===== src/hdl/lned_pkg.sv =====
// lned_pkg: types, codes and constants of the line editor with echo
// no dependencies; every other file of the block but lned_ram imports it
`default_nettype none

package lned_pkg;

    localparam int LINE_STORE_DEPTH = 64;
    localparam int AW               = $clog2(LINE_STORE_DEPTH);
    localparam int SZ_W             = 7;
    localparam int LEN_W            = 6;
    localparam int CFG_W            = 6;
    localparam int Q_DEPTH          = 4;
    localparam int Q_AW             = $clog2(Q_DEPTH);

    localparam logic [CFG_W-1:0] MAX_LINE_SIZE_RST = CFG_W'(63);

    localparam logic [7:0] BYTE_BS    = 8'd8;
    localparam logic [7:0] BYTE_NL    = 8'd10;
    localparam logic [7:0] BYTE_CR    = 8'd13;
    localparam logic [7:0] BYTE_SPACE = 8'd32;
    localparam logic [7:0] BYTE_DEL   = 8'd127;
    localparam logic [7:0] PRINT_LO   = 8'd32;
    localparam logic [7:0] PRINT_HI   = 8'd126;

    localparam logic [1:0] KIND_ECHO = 2'd0;
    localparam logic [1:0] KIND_CHAR = 2'd1;
    localparam logic [1:0] KIND_END  = 2'd2;

    localparam logic [1:0] OP_NONE = 2'd0;
    localparam logic [1:0] OP_ECHO = 2'd1;
    localparam logic [1:0] OP_BS   = 2'd2;

    typedef struct packed {
        logic [1:0]    op;
        logic [7:0]    key;
        logic          endl;
        logic [AW-1:0] len;
    } cmd_t;

endpackage

`default_nettype wire


===== src/hdl/lned_queue.sv =====
// lned_queue: short command fifo between front and back
// depends on lned_pkg
`default_nettype none

module lned_queue
    import lned_pkg::*;
(
    input  wire logic clk,
    input  wire logic rst_n,
    input  wire logic push,
    input  cmd_t      push_cmd,
    input  wire logic pop,
    output cmd_t      pop_cmd,
    output logic      full,
    output logic      empty
);

    cmd_t            mem [Q_DEPTH];
    logic [Q_AW-1:0] wr_reg, rd_reg;
    logic [Q_AW:0]   cnt_reg, cnt_next;

    assign full    = cnt_reg == (Q_AW+1)'(Q_DEPTH);
    assign empty   = cnt_reg == '0;
    assign pop_cmd = mem[rd_reg];

    always_comb
    begin
        cnt_next = cnt_reg;
        case ({push, pop})
            2'b10:   cnt_next = cnt_reg + (Q_AW+1)'(1);
            2'b01:   cnt_next = cnt_reg - (Q_AW+1)'(1);
            default: cnt_next = cnt_reg;
        endcase
    end

    always_ff @(posedge clk)
    begin
        if (push)
        begin
            mem[wr_reg] <= push_cmd;
        end
    end

    always_ff @(posedge clk or negedge rst_n)
    begin
        if (!rst_n)
        begin
            wr_reg  <= '0;
            rd_reg  <= '0;
            cnt_reg <= '0;
        end
        else
        begin
            if (push)
            begin
                wr_reg <= wr_reg + Q_AW'(1);
            end
            if (pop)
            begin
                rd_reg <= rd_reg + Q_AW'(1);
            end
            cnt_reg <= cnt_next;
        end
    end

endmodule

`default_nettype wire


===== config.mk =====
export PLATFORM = sky130hd
export DESIGN_NAME = lned_queue
export DESIGN_NICKNAME = d
export VERILOG_FILES = /design/src/hdl/lned_pkg.sv /design/src/hdl/lned_queue.sv
export SDC_FILE = /design/constraint.sdc
export NUM_CORES = 1
export LEC_CHECK = 0
export BUFFER_PORTS_ARGS = -buffer_cell sky130_fd_sc_hd__buf_2
export CELL_PAD_IN_SITES_DETAIL_PLACEMENT = 0
export CELL_PAD_IN_SITES_GLOBAL_PLACEMENT = 1
export CORE_UTILIZATION = 51
export CTS_BUF_LIST = sky130_fd_sc_hd__clkbuf_4 sky130_fd_sc_hd__clkbuf_8
export DETAILED_ROUTE_END_ITERATION = 6
export PLACE_DENSITY = 0.87
export SETUP_SLACK_MARGIN = 0.02
export SYNTH_ARGS = -nofsm -noshare
export SYNTH_HDL_FRONTEND = slang
export SYNTH_SLANG_ARGS = --single-unit

===== constraint.sdc =====
create_clock -name clk -period 2 [get_ports clk]
set_input_delay 0.2 -clock clk [delete_from_list [all_inputs] [get_ports clk]]
set_output_delay 0.2 -clock clk [all_outputs]
set_load 0.1 [all_outputs]

# Word-level counts from Yosys, hierarchy flattened
# Memories as Yosys holds them, arrays and structs flattened.
# Index checks and enable logic that the tools add are counted.
dict set report classes {
  add_sub_neg 4
  n_mux 3
  n_eq_ne 3
  n_reduce_logical 2
}
# operator count
set op_table {}
lappend op_table {{one-hot mux 3 bit (2 select lines)} 1}
lappend op_table {{adder 2 x 1 -> 2 bit (second input constant)} 2}
lappend op_table {{adder 3 x 1 -> 3 bit (second input constant)} 1}
lappend op_table {{== test 3 bit (second input constant)} 1}
lappend op_table {{zero test 3 bit} 1}
lappend op_table {{subtractor 3 x 1 -> 3 bit (second input constant)} 1}
lappend op_table {{== test 2 x 1 -> 1 bit (second input constant)} 1}
lappend op_table {{== test 2 bit (second input constant)} 1}
lappend op_table {{2-to-1 mux 1 bit} 2}
lappend op_table {{nonzero test 2 bit} 1}
dict set report totals {
  ram_bits 68
  word_cells 16
  inputBits 21
  reg_bits 7
  out_inout_bits 19
  mem_count 1
}
# memory depth word_bits rd rd_clocked_by_memory_dff wr line_no
set memory_table {}
lappend memory_table {mem 4 17 1 0 1 lned_queue.sv:18} ;# cmd_t mem [Q_DEPTH];

# Longest topological paths before layout
# Gate-level depths: netlist (run 1).
dict set report depth {
  ltp_word 2
  depth_mapped 7
  ltp_nobuf 7
}

# Worst setup path after synthesis (run 1)
# OpenSTA, ideal clock, no wires.
dict set report synth_path {
  path_type {flip-flop to output port}
  startpoint {reg cnt_reg[0]}
  endpoint {out empty}
  slack_ns -0.665
  stages_incl_launch_ff 2
  required_ns 1.800
  arrival_ns 2.465
  cell_sequence {dfrtp_1 -> nor3_1}
}
dict set report synth_between {
  elab_chain_len 1
}
# element line_no
set synth_rtl {}
lappend synth_rtl {{start: declaration} lned_queue.sv:20} ;# logic [Q_AW:0] cnt_reg, cnt_next;
lappend synth_rtl {{start signal: assignment} lned_queue.sv:62} ;# cnt_reg <= cnt_next;
lappend synth_rtl {{zero test 3 bit} lned_queue.sv:23} ;# assign empty = cnt_reg == '0;
lappend synth_rtl {{end: declaration} lned_queue.sv:15} ;# output logic empty
# Every way passes these cells.

==> results.tsv, run 1 <==
stage	metric	value	unit
status	outcome	complete, but fails checks	
status	violated checks	design-rule violations	
layout	most frequent standard cell in the layout excluding fill and tap cells	sky130_fd_sc_hd__edfxtp_1	
place	worst-case setup slack after placement	0.181	ns
global_routing	wire length of the first global-routing pass	7210	um
sta	final worst slack	0.0441	ns
sta	portion of the clock cycle consumed by the worst path in the final layout	97.8	%
worst_setup_path	critical path endpoint category	output pin	
worst_setup_path	required arrival time at the worst endpoint	1.80	ns
worst_setup_path	largest stage delay on the critical path	0.61	ns
min_path	Hold Path End	mem[1][0]$_DFFE_PP_	
global_routing	remaining global-route overflow	0	
global_routing	pin count of the biggest net entering global routing	19	
logic_synthesis	Yosys warning count	0	
route	vias after detailed routing	1367	
worst_setup_path	reg-to-reg critical path startpoint	wr_reg[0]$_DFFE_PN0P_	
layout	post-layout net count	210	
logic_synthesis	sequential area share after synthesis	76.6	%
worst_setup_path	Worst Path Max Fanout	7	
route	DR DRC count	1	
logic_synthesis	Synth Instances	126	
layout	synthesis-to-layout area growth	20.0	%
clocking	TritonCTS clock tree	built	
floorplan	die area	0.00598	mm^2
clocking	clock latency at the later pin of the worst-skew pair	0.34	ns
worst_setup_path	count of cells along the worst register-to-register path	4	
logic_synthesis	synthesized flop and latch total	75	
place	Port Buffer Count	39	
sta	setup TNS	0	ns
min_path	Hold Path Depth	1	
global_routing	All-Layer GR Usage	17.1	%
sta	transition time at the pin with the least slew margin	0.487	ns
clocking	Bufs on Longest Clock Path	2	
floorplan	Initial Util	52.9	%
job	max-cap viol count	0	
layout	Finished Cell Area	0.00347	mm^2
floorplan	I/O pin total	40	
layout	Inserted Diodes	0	
worst_setup_path	element type at the critical path start	flip-flop	
sta	clock period minus final worst setup slack	1.96	ns
layout	top library cells by usage in the layout, fill and taps aside	sky130_fd_sc_hd__edfxtp_1 (68), sky130_fd_sc_hd__buf_2 (24), sky130_fd_sc_hd__buf_4 (20), sky130_fd_sc_hd__mux4_1 (9), sky130_fd_sc_hd__clkbuf_8 (9)	
clocking	CTS clk-pin slew, worst paths	0.07	ns
sta	final hold viol count	0	
sta	unrepaired setup endpoints after global routing	yes	
floorplan	die outline width	77.3	um
route	number of iterations in the first detailed-routing pass	6	
place	post-place instance area	0.00322	mm^2
clocking	H-Tree Level Count	3	
sta	setup-violating endpoint count in the final report	0	
sta	number of max-slew violations in the final report	0	
sta	fmax	511	MHz
global_routing	via count of the first global-routing pass	1457	
route	remaining antenna violation count	0	
worst_setup_path	FF-to-FF End	mem[2][1]$_DFFE_PP_	
sta	relative slew slack	67.7	%
clocking	number of setup buffers added after CTS	0	
route	via density per instance	5.26	
floorplan	core outline area	0.00547	mm^2
min_path	startpoint of the lowest-slack hold path	push_cmd[0]	
worst_setup_path	family with the most delay on the worst path	multiplexers	
min_path	path class of the lowest-slack min-delay path	in2reg	
floorplan	cell row count	27	
clocking	cts bufs inserted	9	
logic_synthesis	combined area of all synthesized cells	0.00289	mm^2
global_routing	antenna violations before repair	0	
route	DRT Wirelength	4610	um
worst_setup_path	critical path type	reg2out	
logic_synthesis	post-synth cell types	18	
worst_setup_path	count of buffering cells on the critical path with inverters included	2	
logic_synthesis	syn avg cell area	23.0	um^2
worst_setup_path	R2R setup slack	0.48	ns
layout	number of flip-flops under the largest register name	68	
layout	fraction of layout instances using a drive strength above 1	38.3	%
sta	maximum clock skew at final layout	0.00645	ns
route	average wire per standard cell	17.7	um
worst_setup_path	CP max-delay cell	sky130_fd_sc_hd__mux4_1	
worst_setup_path	ordered list of cells on the worst path	buf_4 -> mux4_1 -> buf_6	
clocking	CTS sink cnt	75	
worst_setup_path	Worst EP arrival	1.76	ns
route	violation count after the first detailed-routing iteration	81	
floorplan	die height	77.3	um
clocking	root buffer cell	sky130_fd_sc_hd__clkbuf_8	
place	Routability Congestion	0.740	
place	hpwl dp	3220	um
logic_synthesis	number of nets produced by synthesis	153	
==> worst max path at each step <==
| stage | cells after the start | start | slack (ns) | endpoint |
|---|---|---|---|---|
| 4_1_cts | 3 | rd_reg[0]$_DFFE_PN0P_ | 0.02 | pop_cmd[3] |
| 3_5_place_dp | 2 | rd_reg[1]$_DFFE_PN0P_ | 0.18 | pop_cmd[11] |
| 2_1_floorplan | 1 | cnt_reg[0]$_DFFE_PN0P_ | 0.18 | empty |
| 6_report | 3 | rd_reg[0]$_DFFE_PN0P_ | 0.04 | pop_cmd[7] |
| 3_3_place_gp | 2 | rd_reg[1]$_DFFE_PN0P_ | 0.22 | pop_cmd[14] |
| 5_1_grt | 3 | rd_reg[0]$_DFFE_PN0P_ | 0.0009 | pop_cmd[7] |
==> timing repair <==
action | 4_1_cts | 5_1_grt
setup endpoints to repair | 17 | 7
endpoints found under the hold margin | 7 | 0
hold buffers | 1 | 0
gates resized for setup | 16 | 7
==> per-layer routing <==
metal  track usage [%]  share of wire, %
met4              13.2               2.5
met5                 0                 0
met2              27.3                51
met1              20.7                42
met3              3.41               3.6
==> synthesized netlist by cell type (all sizes together) <==
cell    instances  area share [%]
fa              1            0.69
dfrtp           7             6.1
nand2           3            0.39
nor2            1            0.13
inv             6            0.78
nor3            1            0.17
xor2            4             1.2
o21ai           2            0.35
edfxtp         68              71
mux4           17              14
xnor2           2            0.61
and2            4            0.86
buf             4             1.4
ha              5             2.2
and3            1            0.22
==> cell families (layout without fill, tap and decap cells) <==
| logic type | after synthesis | after routing | synth area share [%] |
|---|---|---|---|
| AOI/OAI and AO/OA | 2 | 2 | 0.346 |
| xor gates and xnor gates | 6 | 6 | 1.82 |
| adders and majority gates | 6 | 6 | 2.85 |
| buffers and inverters | 10 | 72 | 2.20 |
| DFF | 75 | 75 | 76.6 |
| muxes | 17 | 17 | 14.4 |
| and+or+nand+nor | 10 | 10 | 1.77 |
==> layout make-up <==
type	instances	area [um^2]
Clock buffer	9	124
Clock inverter	7	58.8
Fill cell	377	2000
Inverter	6	22.5
Multi-Input combinational cell	41	618
Sequential cell	75	2220
Tap cell	72	90.1
Timing Repair Buffer	50	340
==> through the flow <==
stage,hold slack (ns),instances,util [%]
6_report,0.0787,260,63.4
5_1_grt,0.0673,260,63.4
4_1_cts,0.0629,260,63.1
3_5_place_dp,0.0438,243,58.8
3_3_place_gp,0.0371,243,58.8
2_1_floorplan,-0.0956,126,-
Power of run 1 is left out: the tool's default activity adds up to more than one toggle a clock period on the data nets, which glitch-free logic cannot reach.
==> inputs of run 2 (changes only) <==
CTS_BUF_LIST = sky130_fd_sc_hd__clkbuf_4   (was sky130_fd_sc_hd__clkbuf_4 sky130_fd_sc_hd__clkbuf_8)
==> run 2 against run 1 <==
Compared with the run above:
- non-clock buffer count up 18
- core utilization up 4.6 points
- sequential share of layout area down 4.3 points
- hold slack worse by 0.049 ns
- global-route usage up 1.3 points
- the flow still finishes with violations (design-rule violations)
- highest routed layer unchanged
- final cell count up 6.9%
- register-to-register slack worse by 0.03 ns
- worst setup slack about the same
- clock-buffer cell count unchanged
- clock skew up 0.013 ns
==> results.tsv, run 2 (same netlist as run 1, synthesis figures left out) <==
stage	metric	value	unit	change
worst_setup_path	R2R setup slack	0.45	ns	-0.03 ns
clocking	H-Tree Level Count	3		unchanged
global_routing	Global Route met3 Usage	4.35	%	+0.94 points
layout	post-layout net count	228		+8.6%
route	average wire per standard cell	19.7	um	+11%
floorplan	die height	77.3	um	unchanged
sta	clock period minus final worst setup slack	1.96	ns	-0.000123 ns
status	outcome	complete, but fails checks		
layout	fraction of layout instances using a drive strength above 1	40.3	%	+2.0 points
global_routing	All-Layer GR Usage	18.4	%	+1.3 points
worst_setup_path	element type at the critical path start	flip-flop		
place	hpwl dp	3220	um	unchanged
job	max-cap viol count	0		unchanged
worst_setup_path	count of buffering cells on the critical path with inverters included	2		unchanged
worst_setup_path	CP max-delay cell	sky130_fd_sc_hd__mux4_2		
global_routing	pin count of the biggest net entering global routing	19		unchanged
global_routing	M1 GR Usage	22.2	%	+1.5 points
sta	maximum clock skew at final layout	0.0196	ns	+0.0132 ns
worst_setup_path	critical path endpoint category	output pin		
place	Port Buffer Count	39		unchanged
sta	setup TNS	0	ns	unchanged
route	vias after detailed routing	1481		+8.3%
global_routing	antenna violations before repair	0		unchanged
floorplan	core outline area	0.00547	mm^2	unchanged
route	via density per instance	5.33		+1.3%
min_path	path class of the lowest-slack min-delay path	in2reg		
route	DR DRC count	1		unchanged
clocking	clock latency at the later pin of the worst-skew pair	0.41	ns	+0.07 ns
floorplan	die outline width	77.3	um	unchanged
sta	final hold viol count	0		unchanged
global_routing	GRT busiest layer	met2		
sta	relative slew slack	67.7	%	about the same
route	remaining antenna violation count	0		unchanged
global_routing	wire length of the first global-routing pass	7730	um	+7.2%
worst_setup_path	family with the most delay on the worst path	multiplexers		
floorplan	cell row count	27		unchanged
sta	setup-violating endpoint count in the final report	0		unchanged
worst_setup_path	largest stage delay on the critical path	0.53	ns	-0.08 ns
status	violated checks	design-rule violations		
layout	Finished Cell Area	0.00372	mm^2	+7.3%
floorplan	I/O pin total	40		unchanged
route	number of iterations in the first detailed-routing pass	6		unchanged
layout	top library cells by usage in the layout, fill and taps aside	sky130_fd_sc_hd__edfxtp_1 (68), sky130_fd_sc_hd__buf_2 (22), sky130_fd_sc_hd__dlygate4sd3_1 (18), sky130_fd_sc_hd__mux4_2 (17), sky130_fd_sc_hd__clkbuf_4 (9)		
sta	number of max-slew violations in the final report	0		unchanged
clocking	CTS sink cnt	75		unchanged
sta	fmax	511	MHz	about the same
clocking	root buffer cell	sky130_fd_sc_hd__clkbuf_4		
worst_setup_path	ordered list of cells on the worst path	clkbuf_16 -> mux4_2 -> buf_8		
route	DRT Wirelength	5460	um	+19%
clocking	TritonCTS clock tree	built		
layout	fraction of the core area covered by cells at the end of the flow	68.1	%	+4.6 points
sta	unrepaired setup endpoints after global routing	yes		
worst_setup_path	Worst EP arrival	1.76	ns	about the same
layout	synthesis-to-layout area growth	28.7	%	
route	violation count after the first detailed-routing iteration	134		+65%
global_routing	via count of the first global-routing pass	1549		+6.3%
clocking	Bufs on Longest Clock Path	2		unchanged
sta	portion of the clock cycle consumed by the worst path in the final layout	97.8	%	about the same
worst_setup_path	Worst Path Max Fanout	6		-1
layout	number of flip-flops under the largest register name	68		unchanged
clocking	cts bufs inserted	9		unchanged
floorplan	Initial Util	52.9	%	unchanged
layout	Inserted Diodes	0		unchanged
place	post-place instance area	0.00322	mm^2	unchanged
layout	number of filler instances in the final layout	353		-6.4%
worst_setup_path	required arrival time at the worst endpoint	1.80	ns	about the same
global_routing	met2 track utilization from global routing	30.1	%	+2.8 points
global_routing	remaining global-route overflow	0		unchanged
clocking	CTS clk-pin slew, worst paths	0.12	ns	+0.05 ns
worst_setup_path	critical path type	reg2out		
floorplan	die area	0.00598	mm^2	unchanged
sta	transition time at the pin with the least slew margin	0.487	ns	+0.000248 ns
place	Routability Congestion	0.740		unchanged
layout	most frequent standard cell in the layout excluding fill and tap cells	sky130_fd_sc_hd__edfxtp_1		
## run 2: changes by cell type in the layout (fill, tap and decap cells not counted), sizes merged
cell / before / now
dlygate4sd3: 1 / 18
clkbuf: 9 / 10
## run 2: worst reg2reg max path: stages, from the launching register on
cell                      delay [ns]
sky130_fd_sc_hd__dfrtp_1        0.41
sky130_fd_sc_hd__inv_1          0.12
sky130_fd_sc_hd__ha_1           0.15
sky130_fd_sc_hd__and2_1         0.35
sky130_fd_sc_hd__buf_4          0.24
## run 2: final timing paths
path                                        startpoint                endpoint  cells after the start
worst max-delay path             rd_reg[0]$_DFFE_PN0P_              pop_cmd[1]                      3
worst min-delay path                       push_cmd[8]     mem[0][8]$_DFFE_PP_                      1
worst max register to register   wr_reg[1]$_DFFE_PN0P_     mem[1][2]$_DFFE_PP_                      4
worst min register to register  cnt_reg[2]$_DFFE_PN0P_  cnt_reg[2]$_DFFE_PN0P_                      1
max in group asynchronous                        rst_n   rd_reg[1]$_DFFE_PN0P_                      2
min in group asynchronous                        rst_n  cnt_reg[2]$_DFFE_PN0P_                      2
## run 2: metal layers
layer / vias to the layer above / share of wire [%]
li1: 653 / -
met3: 9 / 4.7
met4: 0 / 1.7
met5: - / 0
met1: 763 / 40
met2: 56 / 54
## run 2: through the flow
step                instances  hold WS, ns  setup slack [ns]
detailed placement        243       0.0438             0.181
finish                    278       0.0297            0.0442
CTS                       277      0.00282           -0.0396
floorplan                 126      -0.0956             0.178
global route              278       0.0102           -0.0171
global placement          243       0.0371             0.217
## run 2: timing repair
action,in CTS,in global routing
resized for setup,28,41
setup buffers,0,0
setup endpoints to repair,17,16
hold endpoints to repair,70,0
cloned,0,1
hold buffers,18,0
## run 2: cell type report
cell class / instances / area (um^2) / share of cell area, %
Inverter: 6 / 22.5 / 0.605
Timing Repair Buffer: 68 / 682 / 18.3
Clock inverter: 7 / 58.8 / 1.58
Multi-Input combinational cell: 41 / 584 / 15.7
Clock buffer: 9 / 67.6 / 1.81
Sequential cell: 75 / 2220 / 59.6
Tap cell: 72 / 90.1 / 2.42
Power of run 2 is left out for the same reason.
