**src/hdl/lned_ram.sv**
```systemverilog
// lned_ram: generic single write port ram with registered read
// no dependencies
`default_nettype none

module lned_ram #(
    parameter int WIDTH = 8,
    parameter int DEPTH = 64
) (
    input  wire logic                     clk,
    input  wire logic                     we,
    input  wire logic [$clog2(DEPTH)-1:0] waddr,
    input  wire logic [WIDTH-1:0]         wdata,
    input  wire logic [$clog2(DEPTH)-1:0] raddr,
    output logic      [WIDTH-1:0]         rdata
);

    logic [WIDTH-1:0] mem [DEPTH];

    always_ff @(posedge clk)
    begin
        if (we)
        begin
            mem[waddr] <= wdata;
        end
        rdata <= mem[raddr];
    end

endmodule

`default_nettype wire

```
**config.mk**
```make
export PLATFORM = sky130hd
export DESIGN_NAME = lned_ram
export DESIGN_NICKNAME = d
export VERILOG_FILES = /design/src/hdl/lned_ram.sv
export SDC_FILE = /design/constraint.sdc
export NUM_CORES = 1
export LEC_CHECK = 0
export BUFFER_PORTS_ARGS = -buffer_cell sky130_fd_sc_hd__buf_2
export CORE_MARGIN = 3
export CORE_UTILIZATION = 45
export CTS_BUF_LIST = sky130_fd_sc_hd__clkbuf_16
export DETAILED_ROUTE_END_ITERATION = 16
export SYNTH_ARGS = -nofsm -noshare
export SYNTH_HDL_FRONTEND = slang
export SYNTH_SLANG_ARGS = --single-unit
```
**constraint.sdc**
```tcl
create_clock -name clk -period 2.23 [get_ports clk]
set_input_delay 0.223 -clock clk [delete_from_list [all_inputs] [get_ports clk]]
set_output_delay 0.223 -clock clk [all_outputs]
set_load 0.02 [all_outputs]
```
After elaboration in Yosys (flattened, before gate mapping)

Memory sizes are Yosys's and may differ from the RTL's. A register that Yosys moved wholly into a read port is not among the register bits.
Cells that the tools add are included.
Widths: inputs -> output; s select.

Mux-type cells: 2

Operators by type and width:

| operator | number |
|---|---|
| $mux 1   | 2 |

Input bits: 22
Flip-flop bits (word level): 0
Output and inout port bits: 8
Bits in writable memories: 512
Word-level logic and storage cells: 3
Memories: 1

Memories:

| memory | words | bits a word | rd ports | clocked after memory_dff | write ports | line | source |
|---|---|---|---|---|---|---|---|
| mem    | 64    | 8           | 1        | 1                        | 1           | 17   | `logic [WIDTH-1:0] mem [DEPTH];` |

Longest topological paths before layout

Gate-level depths: netlist of run 1.

Depth in word-level cells: 2
Gate-level depth with buffers: 9
Mapped depth without buffers: 5

Worst setup path before layout of run 1

Ideal clock, no wire load.

Kind: input -> register
Start: in raddr[1]
End: reg rdata[3], read port of mem
Data required time: 2.102 ns
Stages: 7
Setup slack: 0.339 ns
Buffers on the path: 3
Data arrival time: 1.763 ns
Cells stage by stage: buf_4 > buf_2 > buf_2 > mux4_2 > mux4_2 > o21ai_1 > o41ai_1

RTL lines:

| element            | line | source |
|---|---|---|
| start: declaration | 13   | `input wire logic [$clog2(DEPTH)-1:0] raddr,` |
| end: declaration   | 14   | `output logic [WIDTH-1:0] rdata` |

==> results.toml, run 1 <==
[route]
ant_nets = 0
firstDrtPassIters = 5
wl_per_cell_um = 26.36
drtIter0Drc = 842
vias = 9832
drc = 0
vias_per_cell = 5.670
wl_um = 45710

[clock_tree]
cts_tree = "built"
postCtsHoldBufs = 0
clkTransAtPathRegs_ns = 0.06
root_buffer = "clkbuf_16"
cts_resized = 0
post-cts-setup-buffers = 0
clk_latency_ns = 0.58
clock-sinks = 520
cts_max_level = 2
numCtsBuffers = 52
clk_path_buf_depth = 3

[logic_synthesis]
synth.area.top_cells = "edfxtp_1 76%, mux4_2 14%, nor2_1 1.5%"
ys.warnings.count = 0
synth_top_area_frac = 0.7624
yosys.cell_types.count = 40
ys_seq_area_frac = 0.7703
syn-cell-area_sq_um = 20170
syn_nets = 962
postSynthCellCount = 940
synth_area_per_cell_sq_um = 21.45
synth_area_leader_cell = "edfxtp_1"
ys_ff_latch = 520

[die]
die_area_sq_um = 47390
rows = 76
core-area_sq_um = 43650
initial_core_util = 0.4620
ioPinCount = 30
fp.dieH_um = 217.7
die_w_um = 217.7

[cells_and_area]
fillCellCount = 3364
final_area_sq_um = 23490
area_growth_pct = 16.46
layout.cells.non_filler = 1734
final_core_util = 0.5381
drive_gt1_frac = 0.3240
fin_nets = 1132

[placed_design]
dpl.hpwl_um = 29880
dp.cells = 1641
portBuffers = 29
placed_area_sq_um = 21990
place_congestion = 0.7786

[timing]
slew-limit-headroom = 0.5550
layout_min_cycle_time_ns = 2.040
finalHoldViolations = 0
max_freq_mhz = 490.2
fin_crit_sh = 0.9148
setup_viol = 0
slew_viol_final = 0
rsz0062_at_grt = "false"
tightestPinTransition_ns = 0.6675
skew_ns = 0.01504

[power]
clkPwrFrac = 0.392
switching_share = 0.2101
pwr-share-seq = 0.551
switching_power_mw = 4.136
power.density_nw_per_um2 = 838.0
vdd_ir_drop_max_uv = 702.8
intPower_mw = 15.55
p_leak_nw = 7.668
power_mw = 19.68
pwr-share-comb = 0.056

[critical_path]
r2r-start = "mem[21][6]$_DFFE_PP_"
worst_setup_path_start_kind = "flip-flop"
r2r_cells = 5
rr_endpoint = "rdata[6]$_DFF_P_"
crit_type = "flip-flop to flip-flop"
cp.arrival_ns = 2.49
crit_fanout = 1
end_kind = "flip-flop"
cp.required_ns = 2.68
r2r_slack_ns = 0.19

[worst_hold_path]
worstHoldEndpoint = "mem[8][2]$_DFFE_PP_"
min_path_cells = 1
min_from = "wdata[2]"
hold_class = "primary input to flip-flop"

[job]
max_cap_violations = 0

[global_routing]
antenna_found_initial = 1
grt_usage = 0.1989
grt_pass1_wl_um = 68580
grt_overflow = 0
grt_pass1_vias = 10280
grt_max_degree = 65

[status]
status = "finished, final reports clean"
[critical path: stages (launching register included)]
cell and delay [ns]:
edfxtp_1 0.36, mux4_2 0.47, mux2_2 0.29, o221a_2 0.28, nor3_1 0.38, o32ai_1 0.14
[Yosys cell counts]
| cell type | count |
|---|---|
| nor4_1 | 2 |
| or3_1 | 1 |
| a2111oi_0 | 2 |
| buf_1 | 4 |
| nor2b_1 | 14 |
| mux2i_1 | 23 |
| nand3b_1 | 3 |
| o221a_2 | 2 |
| a211oi_1 | 4 |
| o21a_1 | 2 |
| o21ai_1 | 2 |
| nand2_1 | 19 |
| nand2b_1 | 7 |
| o2bb2ai_1 | 3 |
| mux2_2 | 13 |
| a22oi_1 | 3 |
| dfxtp_1 | 8 |
| o32ai_1 | 2 |
| o311ai_1 | 1 |
| o21ai_0 | 2 |
| a221oi_1 | 6 |
| buf_6 | 4 |
| buf_2 | 11 |
| o22ai_1 | 8 |
| o41ai_1 | 2 |
| nand4_1 | 2 |
| and2_1 | 1 |
| clkbuf_1 | 17 |
| buf_12 | 2 |
| buf_4 | 13 |
| nor3_1 | 7 |
| a31oi_1 | 1 |
| nand4b_1 | 1 |
| o2111ai_1 | 3 |
| a21oi_1 | 3 |
| edfxtp_1 | 512 |
| mux4_2 | 126 |
| nand3_1 | 13 |
| o221ai_1 | 8 |
| nor2_1 | 83 |
[area by class of cell]
type                       count  area [sq um]  share of cell area
sequential                   520         15530              0.6614
multi-input combinational    369          4315              0.1837
clock buffer                  53          1326             0.05647
antenna                        1         2.502           0.0001065
timing repair buffer         167          1408             0.05993
tap                          585         732.0             0.03117
clock inverter                39         167.7            0.007139
[per-layer routing]
layer,wire [um],global-route usage,share of wire,up-vias
li1,-,-,-,4269
met1,19350,0.2815,0.42,5188
met2,22140,0.3174,0.48,306
met3,3095,0.04403,0.068,67
met4,1109,0.05284,0.024,2
met5,13,0,0.00028,-
[kinds of logic after synthesis]
logic type | Yosys count | synth area share
multiplexers | 162 | 0.1594
AO/OA/AOI/OAI | 54 | 0.02072
buffers and inverters | 51 | 0.01570
flip-flops | 520 | 0.7703
AND/OR/NAND/NOR | 153 | 0.03387
[power by group through the flow]
stage	combinational (mW)	clock [mW]	sequential, mW
2_1_floorplan	0.577	0	11.1
3_3_place_gp	1.11	0	11.1
3_5_place_dp	1.13	0	11.1
4_1_cts	1.13	7.93	10.9
5_1_grt	1.20	8.31	10.9
6_report	1.11	7.72	10.9
[stage by stage]
step	worst slack [ns]	setup TNS, ns	hold slack, ns
2_1_floorplan	0.3393	0	0.3219
3_3_place_gp	-0.1347	-0.3043	0.6699
4_1_cts	0.1160	0	0.06833
5_1_grt	0.04279	0	0.09370
3_5_place_dp	-0.1762	-0.4242	0.6589
6_report	0.1900	0	0.1072
[registers in the layout (all words and copies together) (netlist names)]
name,flops
rdata,8
mem,512
[cell usage in the layout, fill, tap and decap left out, types with 4 or more instances in the layout]
master     synthesis  routed
nor2_1            83      83
buf_4             13     123
nor2b_1           14      14
mux4_2           126     126
a211oi_1           4       4
nand2b_1           7       7
a221oi_1           6       6
clkbuf_16          0      53
o221ai_1           8       8
nand2_1           19      19
clkinv_1           0      11
clkinv_2           0       9
mux2_2            13      13
dfxtp_1            8       8
nand3_1           13      13
mux2i_1           23      23
inv_1              0      17
nor3_1             7       7
buf_12             2      17
o22ai_1            8       8
buf_2             11      26
edfxtp_1         512     512
[worst max-delay path by stage]
stage | startpoint | end | slack (ns) | cells after the start
final | mem[21][6]$_DFFE_PP_ | rdata[6]$_DFF_P_ | 0.19 | 5
after global routing | mem[11][2]$_DFFE_PP_ | rdata[2]$_DFF_P_ | 0.04 | 5
after CTS | mem[21][6]$_DFFE_PP_ | rdata[6]$_DFF_P_ | 0.12 | 5
after detailed placement | raddr[0] | rdata[2]$_DFF_P_ | -0.18 | 7
after global placement | raddr[0] | rdata[2]$_DFF_P_ | -0.13 | 7
after floorplan | raddr[1] | rdata[3]$_DFF_P_ | 0.34 | 7
Note: power is estimated with default switching activity, not from simulation.
==> run 2: changes to the inputs <==
==> constraint.sdc (replaced) <==
create_clock -name clk -period 2.23 [get_ports clk]
set_input_delay 0.446 -clock clk [delete_from_list [all_inputs] [get_ports clk]]
set_output_delay 0.446 -clock clk [all_outputs]
set_load 0.02 [all_outputs]
==> results.toml, run 2 (synthesis results as in run 1) <==
[clock_tree]
cts_tree = "built"
cts_resized = 0
clock-sinks = 520
numCtsBuffers = 53
clk_latency_ns = 0.60
root_buffer = "clkbuf_16"
clkTransAtPathRegs_ns = 0.06
postCtsHoldBufs = 0
cts_max_level = 2
clk_path_buf_depth = 3
post-cts-setup-buffers = 0

[route]
wl_per_cell_um = 26.00
vias = 9756
wl_um = 45480
firstDrtPassIters = 5
vias_per_cell = 5.578
ant_nets = 0
drtIter0Drc = 817
drc = 0

[timing]
finalHoldViolations = 0
fin_tns_setup_ns = 0
tightestPinTransition_ns = 1.212
max_freq_mhz = 500.9
layout_min_cycle_time_ns = 1.996
skew_ns = 0.01959
setup_viol = 0
slew-limit-headroom = 0.1921
rsz0062_at_grt = "false"
fin_crit_sh = 0.8953
slew_viol_final = 0

[die]
initial_core_util = 0.4620
fp.dieH_um = 217.7
ioPinCount = 30
rows = 76
die_area_sq_um = 47390
die_w_um = 217.7
core-area_sq_um = 43650

[critical_path]
worst_setup_path_start_kind = "primary input"
crit_start = "raddr[0]"
crit_type = "primary input to flip-flop"
cp.arrival_ns = 2.46
timing.critical_path.slowest_stage_cell = "mux4_2"
crit_chain = "clkbuf_8 > buf_4 > buf_12 > mux4_2 > mux2i_1 > o2111ai_1 > nand2_1 > o2bb2ai_1"
cp.required_ns = 2.70
crit_fanout = 13
end_kind = "flip-flop"
r2r-start = "mem[28][6]$_DFFE_PP_"
cp_slowest_stage_delay_ns = 0.53

[power]
power.density_nw_per_um2 = 851.0
power_mw = 20.16
p_leak_nw = 7.765
vdd_ir_drop_max_uv = 541.1

[cells_and_area]
insertedDiodeCount = 0
multiInputGateArea_sq_um = 4315
top_regs = "mem (512), rdata (8)"
drive_gt1_frac = 0.3351
fillCellCount = 3342
most-common-layout-cells = "512 x edfxtp_1, 136 x buf_4, 126 x mux4_2"
fin_nets = 1146
final_core_util = 0.5427
final_common_cell = "edfxtp_1"
regArea_sq_um = 15530
final_area_sq_um = 23690
largest_reg_flops = 512
layout.cells.non_filler = 1749
area_growth_pct = 17.46
largest-register = "mem"

[placed_design]
dp.cells = 1654
place_congestion = 0.7960
placed_area_sq_um = 22090
dpl.hpwl_um = 29150
portBuffers = 29

[worst_hold_path]
hold_class = "primary input to flip-flop"
min_from = "wdata[3]"

[status]
status = "finished, final reports clean"

[global_routing]
grt_usage = 0.1989
grt_pass1_wl_um = 68030
grt_max_degree = 65
antenna_found_initial = 2
grt_overflow = 0
grt_pass1_vias = 10000

[job]
max_cap_violations = 0
## run 2: worst max-delay path: cells and delay by family
kind / cells / cell delay [ns]
compound gates: 2 / 0.49
buf+inv: 3 / 0.57
mux: 2 / 0.69
simple gates: 1 / 0.25
## run 2: final cells by class
| class | instances | share of cell area |
|---|---|---|
| Clock buffer | 55 | 0.05810 |
| Tap cell | 585 | 0.03090 |
| Sequential cell | 520 | 0.6558 |
| Multi-Input combinational cell | 369 | 0.1822 |
| Clock inverter | 40 | 0.009455 |
| Timing Repair Buffer | 180 | 0.06354 |
## run 2: final timing paths
path	to	slack [ns]	cells past startpoint
worst min register to register	rdata[4]$_DFF_P_	0.84	3
worst max-delay path	rdata[2]$_DFF_P_	0.23	8
worst max register to register	rdata[6]$_DFF_P_	0.27	6
worst min-delay path	mem[17][3]$_DFFE_PP_	0.34	2
## run 2: per-layer routing
metal | wire [um] | GRT usage | up-vias | part of all wire
li1 | - | - | 4293 | -
met1 | 19500 | 0.2833 | 5124 | 0.43
met2 | 21960 | 0.3150 | 264 | 0.48
met3 | 2836 | 0.04361 | 71 | 0.062
met4 | 1154 | 0.05501 | 4 | 0.025
met5 | 25 | 0 | - | 0.00055
## run 2: report_power, final
group          total, mW  internal (mW)  switching, mW
combinational       1.13          0.480          0.652
sequential          10.9           10.8         0.0370
clock               8.17           4.65           3.52
total               20.2           15.9           4.21
## run 2: through the flow
| stage | hold slack (ns) | setup WS, ns |
|---|---|---|
| 6_report | 0.3352 | 0.2335 |
| 4_1_cts | 0.3008 | 0.2707 |
| 3_5_place_dp | 0.8133 | -0.2794 |
| 2_1_floorplan | 0.5449 | 0.1163 |
| 3_3_place_gp | 0.7806 | -0.2834 |
| 5_1_grt | 0.3235 | 0.1837 |
==> run 3: changes to the inputs <==
--- a/config.mk
+++ b/config.mk
@@ -10,6 +10,7 @@
 export CORE_UTILIZATION = 45
 export CTS_BUF_LIST = sky130_fd_sc_hd__clkbuf_16
 export DETAILED_ROUTE_END_ITERATION = 16
+export REMOVE_ABC_BUFFERS = 1
 export SYNTH_ARGS = -nofsm -noshare
 export SYNTH_HDL_FRONTEND = slang
 export SYNTH_SLANG_ARGS = --single-unit
==> results.toml, run 3 (synthesis results as in run 1) <==
[timing]
tightestPinTransition_ns = 0.9118
fin_tns_setup_ns = 0
skew_ns = 0.01803
worst_slack_ns = 0.1220
layout_min_cycle_time_ns = 2.108
slew-limit-headroom = 0.3921
slew_viol_final = 0
setup_viol = 0
fin_crit_sh = 0.9453
finalHoldViolations = 0
max_freq_mhz = 474.4
rsz0062_at_grt = "false"

[critical_path]
crit_chain = "mux4_2 > mux2_2 > o221a_2 > nor3_1 > buf_4 > o32ai_1"
critPathBufInv = 1
cp.required_ns = 2.68
rr_endpoint = "rdata[6]$_DFF_P_"
worst_setup_path_start_kind = "flip-flop"
r2r_cells = 6
timing.critical_path.slowest_stage_cell = "mux4_2"
r2r-start = "mem[21][6]$_DFFE_PP_"
cp_slowest_stage_delay_ns = 0.48
r2r_slack_ns = 0.12
cp.arrival_ns = 2.56
crit_family = "multiplexers"
crit_type = "flip-flop to flip-flop"
end_kind = "flip-flop"
crit_fanout = 1

[status]
status = "finished, final reports clean"

[global_routing]
grt_pass1_vias = 10320
top_usage_layer = "met2"
antenna_found_initial = 2
grt_util_met2 = 0.3142
use_met1 = 0.2998
grt_max_degree = 65
grt_usage = 0.2024
grt_overflow = 0
use_met3 = 0.03915
grt_pass1_wl_um = 69430

[placed_design]
portBuffers = 29
place_congestion = 0.8359
dp_slack_ns = -0.3358
dpl.hpwl_um = 29590

[route]
wl_per_cell_um = 26.36
wl_um = 46470
firstDrtPassIters = 6
ant_nets = 0
drtIter0Drc = 1144
vias_per_cell = 5.721
drc = 0
vias = 10090

[die]
die_w_um = 217.7
core-area_sq_um = 43650
die_area_sq_um = 47390
initial_core_util = 0.4620
fp.dieH_um = 217.7
rows = 76
ioPinCount = 30

[clock_tree]
clk_latency_ns = 0.59
clock-sinks = 520
numCtsBuffers = 53
cts_max_level = 2
cts_tree = "built"
postCtsHoldBufs = 0
post-cts-setup-buffers = 0
root_buffer = "clkbuf_16"
clkTransAtPathRegs_ns = 0.06
cts_resized = 0
clk_path_buf_depth = 3

[worst_hold_path]
worstHoldEndpoint = "rdata[4]$_DFF_P_"
min_path_cells = 3
min_from = "raddr[5]"
hold_class = "primary input to flip-flop"

[power]
switching_share = 0.2048
vdd_ir_drop_max_uv = 692.0
pwr-share-seq = 0.519
p_leak_nw = 7.851
switching_power_mw = 4.289
clkPwrFrac = 0.427
pwr-share-comb = 0.054
power_mw = 20.95
intPower_mw = 16.66
power.density_nw_per_um2 = 877.3

[cells_and_area]
regArea_sq_um = 15530
final_core_util = 0.5470
final_common_cell = "edfxtp_1"
area_growth_pct = 18.38
fin_nets = 1158
multiInputGateArea_sq_um = 4315
drive_gt1_frac = 0.3447
largest-register = "mem"
fillCellCount = 3306
largest_reg_flops = 512
most-common-layout-cells = "512 x edfxtp_1, 154 x buf_4, 126 x mux4_2"
top_regs = "mem (512), rdata (8)"
insertedDiodeCount = 0

[job]
max_cap_violations = 0
[run 3: worst register-to-register path, stage by stage, from the launching register on]
cell,delay [ns]
edfxtp_1,0.36
mux4_2,0.48
mux2_2,0.27
o221a_2,0.28
nor3_1,0.31
buf_4,0.19
o32ai_1,0.08
[run 3: area by class of cell]
class / instances / area share
sequential: 520 / 0.6507
multi-input combinational: 369 / 0.1808
timing repair buffer: 192 / 0.06368
clock buffer: 55 / 0.05765
tap: 585 / 0.03066
clock inverter: 42 / 0.01656
[run 3: power groups by stage]
stage,logic (mW),registers [mW],clock network [mW]
global placement,1.13,11.1,0
floorplan,0.419,11.1,0
detailed placement,1.15,11.1,0
global route,1.22,10.9,9.53
finish,1.13,10.9,8.95
CTS,1.15,10.9,9.14
[run 3: routing by layer]
metal	up-vias	wire length, um	part of all wire
met4	0	980	0.021
met2	387	21920	0.47
met1	5306	20300	0.44
li1	4329	-	-
met3	64	3269	0.070
met5	-	0	0
[run 3: per-stage QoR]
step                      hold WS (ns)  instances  cell area (sq um)
after floorplan                 0.5449        889              19850
after CTS                       0.3018       1763              23870
after global placement          0.7994       1666              22100
after detailed placement        0.8292       1666              22100
after global routing            0.3348       1763              23870
final                           0.3504       1763              23870
[run 3: how the worst max path moves through the flow]
stage                         start               end  slack (ns)  cells past startpoint
3_3_place_gp               raddr[0]  rdata[4]$_DFF_P_       -0.34                      7
5_1_grt        mem[16][4]$_DFFE_PP_  rdata[4]$_DFF_P_        0.07                      6
4_1_cts        mem[21][6]$_DFFE_PP_  rdata[6]$_DFF_P_        0.11                      6
2_1_floorplan              raddr[0]  rdata[4]$_DFF_P_        0.42                      5
3_5_place_dp               raddr[0]  rdata[2]$_DFF_P_       -0.34                      7
6_report       mem[21][6]$_DFFE_PP_  rdata[6]$_DFF_P_        0.12                      6
